===== src/hw/rtl/kocc_pkg.sv =====
`timescale 1ns / 1ps
// Shared types and constants for the key occurrence counter.
package kocc_pkg;

   localparam int ENTRIES     = 64;
   localparam int IDX_W       = $clog2(ENTRIES);
   localparam int FILL_W      = $clog2(ENTRIES + 1);
   localparam int QUEUE_DEPTH = 2;
   localparam int QPTR_W      = (QUEUE_DEPTH > 1) ? $clog2(QUEUE_DEPTH) : 1;
   localparam int QCNT_W      = $clog2(QUEUE_DEPTH + 1);

   localparam int KEY_LOW_W  = 64;
   localparam int KEY_HIGH_W = 56;
   localparam int KEY_W      = KEY_LOW_W + KEY_HIGH_W;
   localparam int COUNT_W    = 16;

   localparam logic [COUNT_W-1:0] COUNT_MAX      = {COUNT_W{1'b1}};
   localparam logic [COUNT_W-1:0] COUNT_ONE      = COUNT_W'(1);
   localparam logic [COUNT_W-1:0] THRESHOLD_RESET = COUNT_W'(4);

   localparam logic ACTION_COUNT  = 1'b0;
   localparam logic ACTION_REPORT = 1'b1;

   typedef logic [KEY_W-1:0] key_type;

   typedef enum logic [2:0] {
      KIND_EXISTING = 3'd0,
      KIND_NEW      = 3'd1,
      KIND_FULL     = 3'd2,
      KIND_REPORT   = 3'd3,
      KIND_EMPTY    = 3'd4
   } kind_type;

   typedef enum logic [2:0] {
      ST_IDLE,
      ST_MATCH,
      ST_READ,
      ST_UPDATE,
      ST_SCAN,
      ST_FINISH
   } state_type;

   typedef struct packed {
      logic                  action;
      logic [KEY_LOW_W-1:0]  key_low;
      logic [KEY_HIGH_W-1:0] key_high;
   } req_type;

   typedef struct packed {
      kind_type              kind;
      logic [KEY_LOW_W-1:0]  entry_key_low;
      logic [KEY_HIGH_W-1:0] entry_key_high;
      logic [COUNT_W-1:0]    entry_count;
      logic                  last;
   } rsp_type;

   // Queue head as seen by the back end.
   typedef struct packed {
      logic    not_empty;
      req_type item;
   } queue_status_type;

   // Key table write port.
   typedef struct packed {
      logic             en;
      logic [IDX_W-1:0] idx;
      key_type          key;
   } cam_write_type;

   // Registered lookup result.
   typedef struct packed {
      logic             hit;
      logic [IDX_W-1:0] idx;
   } cam_match_type;

endpackage


===== src/hw/rtl/kocc_front.sv =====
`timescale 1ns / 1ps
// Front end: accepts command words into a short queue for the back end.
module kocc_front (
   input  logic                       clock,
   input  logic                       reset,
   input  logic                       start,
   output logic                       busy,
   input  kocc_pkg::req_type          req_item,
   input  logic                       pop,
   output kocc_pkg::queue_status_type status
);

   kocc_pkg::req_type               slot_ff [kocc_pkg::QUEUE_DEPTH];
   logic [kocc_pkg::QPTR_W-1:0]     wr_ptr_ff, wr_ptr_in;
   logic [kocc_pkg::QPTR_W-1:0]     rd_ptr_ff, rd_ptr_in;
   logic [kocc_pkg::QCNT_W-1:0]     count_ff, count_in;
   logic                            push;
   logic                            do_pop;

   assign busy   = (count_ff == kocc_pkg::QCNT_W'(kocc_pkg::QUEUE_DEPTH));
   assign push   = start && !busy;
   assign do_pop = pop && (count_ff != '0);

   assign status.not_empty = (count_ff != '0);
   assign status.item      = slot_ff[rd_ptr_ff];

   always_comb begin
      wr_ptr_in = wr_ptr_ff;
      rd_ptr_in = rd_ptr_ff;
      count_in  = count_ff;
      if (push) begin
         wr_ptr_in = (wr_ptr_ff == kocc_pkg::QPTR_W'(kocc_pkg::QUEUE_DEPTH - 1)) ?
                     '0 : wr_ptr_ff + 1'b1;
      end
      if (do_pop) begin
         rd_ptr_in = (rd_ptr_ff == kocc_pkg::QPTR_W'(kocc_pkg::QUEUE_DEPTH - 1)) ?
                     '0 : rd_ptr_ff + 1'b1;
      end
      if (push && !do_pop) begin
         count_in = count_ff + 1'b1;
      end else if (do_pop && !push) begin
         count_in = count_ff - 1'b1;
      end
   end

   always_ff @(posedge clock) begin
      if (reset) begin
         wr_ptr_ff <= '0;
         rd_ptr_ff <= '0;
         count_ff  <= '0;
      end else begin
         wr_ptr_ff <= wr_ptr_in;
         rd_ptr_ff <= rd_ptr_in;
         count_ff  <= count_in;
      end
   end

   always_ff @(posedge clock) begin
      if (push) begin
         slot_ff[wr_ptr_ff] <= req_item;
      end
   end

endmodule


===== config.mk =====
export PLATFORM = sky130hd
export DESIGN_NAME = kocc_front
export DESIGN_NICKNAME = d
export VERILOG_FILES = /design/src/hw/rtl/kocc_pkg.sv /design/src/hw/rtl/kocc_front.sv
export SDC_FILE = /design/constraint.sdc
export NUM_CORES = 1
export LEC_CHECK = 0
export BUFFER_PORTS_ARGS = -buffer_cell sky130_fd_sc_hd__buf_2
export CORE_MARGIN = 2
export CORE_UTILIZATION = 30
export DETAILED_ROUTE_END_ITERATION = 6
export GPL_TIMING_DRIVEN = 0
export PLACE_DENSITY = 0.61
export SLEW_MARGIN = 0
export SYNTH_ARGS = -nofsm -noshare
export SYNTH_HDL_FRONTEND = slang
export SYNTH_SLANG_ARGS = --single-unit

===== constraint.sdc =====
create_clock -name clock -period 3.95 [get_ports clock]
set_input_delay 0.395 -clock clock [delete_from_list [all_inputs] [get_ports clock]]
set_output_delay 0.395 -clock clock [all_outputs]
set_load 0.01 [all_outputs]

Word level (Yosys, flattened, before mapping)
Memory sizes are Yosys's and may differ from the RTL's. A register that Yosys moved wholly into a read port is not among the register bits.
Index checks and enable logic that the tools add are counted.
W data, S select, Z words.

word-level totals
  memory bits (writable) = 242
  input port bits = 125
  output and inout port bits = 123
  memories kept = 1
  flip-flop bits (word level) = 4
  word-level logic and storage cells = 26

operators by class
  muxes and demuxes = 8
  equality and inequality tests = 1
  add/subtract/negate cells = 4
  reduce and logical (&&, ||, !) cells = 9

memories
  memory   depth  width  read ports  clocked after memory_dff  wr ports  RTL line          RTL
  slot_ff  2      121    1           1                         1         kocc_front.sv:13  kocc_pkg::req_type slot_ff [kocc_pkg::QUEUE_DEPTH];

operators by type and width
  kind                   count
  $mux W1                6
  $logic_and A1 B1 Y1    4
  $mux W2                2
  $reduce_bool A2 Y1     2
  $logic_not A1 Y1       3
  $add A1 B1 Y1 const B  2
  $add A2 B1 Y2 const B  1
  $eq A2 B2 Y1 const B   1
  $sub A2 B1 Y2 const B  1

Longest topological paths before layout
  depth in word-level cells = 7
  mapped depth = 6
  depth with buffers taken out = 6

Worst setup path before layout
OpenSTA, ideal clock, no wires.

  path type = register -> register
  start point = register count_ff[1] (netlist bit)
  end point = memory slot_ff[1][0] (netlist bit), enable pin
  path buffers = 0
  stages on the path, launching flop included = 4
  required time = 3.455 ns
  library setup time = 0.495 ns
  clock period less this slack = 3.909 ns
  setup slack = 0.041 ns
  data arrival time = 3.414 ns
  cell sequence = dfxtp_1 nor2b_2 nor2_1 and2_1

between the ends
  longest elaborated chain between the ends = 5

RTL lines
  what                           RTL line          RTL
  start: declaration             kocc_front.sv:16  logic [kocc_pkg::QCNT_W-1:0] count_ff, count_in;
  start signal: assignment       kocc_front.sv:54  count_ff <= count_in;
  $eq A2 B2 Y1                   kocc_front.sv:20  assign busy = (count_ff == kocc_pkg::QCNT_W'(kocc_pkg::QUEUE_DEPTH));
  named net busy                 kocc_front.sv:7   output logic busy,
  $logic_not A1 Y1               kocc_front.sv:21  assign push = start && !busy;
  $logic_and A1 B1 Y1            kocc_front.sv:21
  $mux W1                        kocc_front.sv:59  if (push) begin
  $mux W1 (not written as such)  kocc_front.sv:60  slot_ff[wr_ptr_ff] <= req_item;
  end: declaration               kocc_front.sv:13

The timed path passes the listed nets, and every way through them passes these cells.

==> load_flow_metrics.sql <==
INSERT INTO impl_metrics (metric_group, metric, value, unit) VALUES
('synth', 'number_of_synthesized_flops_with_an_enable_pin', '242', ''),
('clock_network', 'cts_num_sinks', '247', ''),
('sta', 'grt_setup_unrepaired', 'no', ''),
('synth', 'synth_sequential_area_ratio', '0.821', ''),
('synth', 'synth_flop_cell', 'edfxtp_1', ''),
('clock_network', 'ctsRootBufferMaster', 'clkbuf_16', ''),
('global_route', 'grt.overflow.total', '0', ''),
('power', 'max-vdd-ir-drop', '0.422', 'mV'),
('global_route', 'antenna_found_initial', '1', ''),
('finish', 'syn_to_final_growth', '29.8', '%'),
('min_path', 'worstHoldPathType', 'input pin to flop', ''),
('routing', 'routed_wl', '18200', 'um'),
('synth', 'synth_area_leaders', 'edfxtp_1 (81%), mux2_2 (15%), buf_6 (1.1%)', ''),
('clock_network', 'path_clk_slew', '0.06', 'ns'),
('routing', 'drcViolationCount', '0', ''),
('flow_run', 'max-cap-violations', '0', ''),
('floorplanning', 'initial_utilization', '0.304', ''),
('synth', 'synth_area_leader_cell', 'edfxtp_1', ''),
('routing', 'drt_first_iter_violations', '195', ''),
('global_route', 'grtUsageTotal', '0.112', ''),
('floorplanning', 'design.die.area', '0.0313', 'mm2'),
('synth', 'synth.ff_latch_count', '247', ''),
('critical_path', 'path_buf_inv', '3', ''),
('finish', 'final_layout_size_suffix_gt1_frac', '0.607', ''),
('status', 'run_status', 'finished, final reports clean', ''),
('synth', 'post_synth_num_cell_types', '16', ''),
('floorplanning', 'die-height', '177', 'um'),
('sta', 'post-route-min-period', '2.30', 'ns'),
('synth', 'synthesis.area_per_instance', '22.4', 'um2'),
('sta', 'timing.slew.headroom', '0.648', ''),
('critical_path', 'cpPeakStageDelay', '0.38', 'ns'),
('clock_network', 'clock_path_buffers', '3', ''),
('floorplanning', 'floorplan.io_pins', '248', ''),
('synth', 'gate_count_after_technology_mapping', '401', ''),
('critical_path', 'start_kind', 'flop', ''),
('floorplanning', 'floorplan.rows', '63', ''),
('sta', 'slew_violations', '0', ''),
('power', 'totalPowerFinal', '7.67', 'mW'),
('power', 'switching_power_total', '2.02', 'mW'),
('sta', 'timing.final.hold_violations', '0', ''),
('clock_network', 'worst_skew_pair.late_latency', '0.52', 'ns'),
('place', 'gp_routability_congestion', '0.714', ''),
('critical_path', 'critical-path-slowest-cell', 'dfxtp_1', ''),
('global_route', 'via_count_of_the_first_global_routing_pass', '4853', ''),
('power', 'comb_power_share', '0.240', ''),
('floorplanning', 'dieWidth', '177', 'um'),
('clock_network', 'cts_tree', 'built', ''),
('clock_network', 'post_cts.repair.setup_buffers', '0', ''),
('power', 'power.share.clock', '0.321', ''),
('synth', 'ffs_w_async_s_r_synth', '0', ''),
('critical_path', 'crit_type', 'flop to primary output', ''),
('clock_network', 'cts_inserted_buffers', '27', ''),
('global_route', 'grt_use_met3', '0.0352', ''),
('critical_path', 'cp_max_fo', '10', ''),
('critical_path', 'critPathCaptureType', 'primary output', ''),
('power', 'share_seq_of_total_power', '0.439', ''),
('place', 'dp_hpwl', '12100', 'um'),
('synth', 'synthesis.nets', '527', ''),
('power', 'powerDensity', '659', 'mW/mm2'),
('power', 'cell_internal_pwr', '5.65', 'mW'),
('min_path', 'worst_hold_startpoint', 'req_item[27]', ''),
('critical_path', 'crit_required', '3.56', 'ns'),
('critical_path', 'cp_cell_sequence', 'buf_4, buf_6, mux2_2, buf_2', ''),
('global_route', 'first_pass_grt_wire_length', '27000', 'um'),
('routing', 'final_routed_wire_length_divided_by_cell_count', '16.7', 'um'),
('critical_path', 'worst_ep_arrival_time', '1.90', 'ns'),
('place', 'numPortBuffers', '247', ''),
('global_route', 'pin_count_of_the_biggest_net_entering_global_routing', '87', ''),
('finish', 'final_nets', '806', ''),
('sta', 'setup_viol_count_final', '0', ''),
('routing', 'route.vias.total', '4634', '');
## layer usage
metal | vias up | share of wire
met5 | - | 0
met4 | 0 | 0.032
met3 | 32 | 0.085
met2 | 183 | 0.48
met1 | 2263 | 0.40
li1 | 2156 | -
## final cells by class
cell class / instances / area (um2)
repair buffers: 250 / 1310
clock buffers: 31 / 691
plain buffers: 13 / 124
inverters: 2 / 12.5
diodes: 1 / 2.50
fillers: 2791 / 17900
well taps: 390 / 488
clock inverters: 16 / 176
multi-input cells: 139 / 1480
flip-flops and latches: 247 / 7370
## state kept, by name (all words and copies together), names as in the netlist, named ones only
| name | count |
|---|---|
| slot_ff | 242 |
| wr_ptr_ff | 1 |
| rd_ptr_ff | 1 |
| count_ff | 2 |
## worst paths after layout
kind	endpoint	slack, ns	cells past startpoint
setup / recovery	status[12]	1.65	4
hold / removal	slot_ff[1][27]	0.06	1
setup reg to reg	slot_ff[0][31]	1.86	4
hold reg to reg	flop	0.50	2
## cell families (layout without fill, tap and decap cells)
group | after synthesis | in the layout | synth area share
AOI/OAI and AO/OA | 5 | 5 | 0.00279
xor gates and xnor gates | 3 | 3 | 0.00293
adders and majority gates | 1 | 1 | 0.00139
buffers and inverters | 15 | 312 | 0.0146
DFF | 247 | 247 | 0.821
muxes | 121 | 121 | 0.152
other | 0 | 1 | 0
and+or+nand+nor | 9 | 9 | 0.00544
## worst register-to-register path, cell delays in order (launching register included)
cell,delay [ns]
dfxtp_1,0.34
nor2b_2,0.18
or3_1,0.39
inv_6,0.31
buf_16,0.41
## stage by stage
step                      setup WS (ns)  setup TNS, ns  cell area (um2)  cells  hold slack, ns
after floorplan                  0.0412              0             8970    401           0.452
final                              1.65              0            11600   1089          0.0572
after CTS                          1.55              0            11600   1088          0.0173
after detailed placement           1.77              0            10800   1041           0.492
after global routing               1.52              0            11600   1088          0.0249
after global placement            -2.02        -419.61            10700   1038           0.475
## power groups by stage
stage                     registers [mW]  logic, mW  clock network, mW
after CTS                           3.37       1.91               2.55
final                               3.37       1.84               2.46
after detailed placement            3.42       1.90                  0
after floorplan                     3.44       1.14                  0
after global placement              3.49       1.85                  0
after global routing                3.40       2.01               2.65
## cell usage in the layout, fill, tap and decap left out
master,count
buf_2,250
edfxtp_1,242
mux2_2,121
clkbuf_16,27
buf_6,9
clkinv_1,7
dfxtp_1,5
nor2_1,4
bufinv_16,4
clkbuf_1,4
o21ai_0,3
xor2_1,3
clkinv_2,3
or3_1,2
a21oi_1,2
clkinvlp_4,2
buf_16,2
diode_2,1
buf_4,1
or2_2,1
nor2b_2,1
inv_1,1
and2_4,1
inv_6,1
ha_1,1
buf_12,1
(Power assumes the default switching activity.)
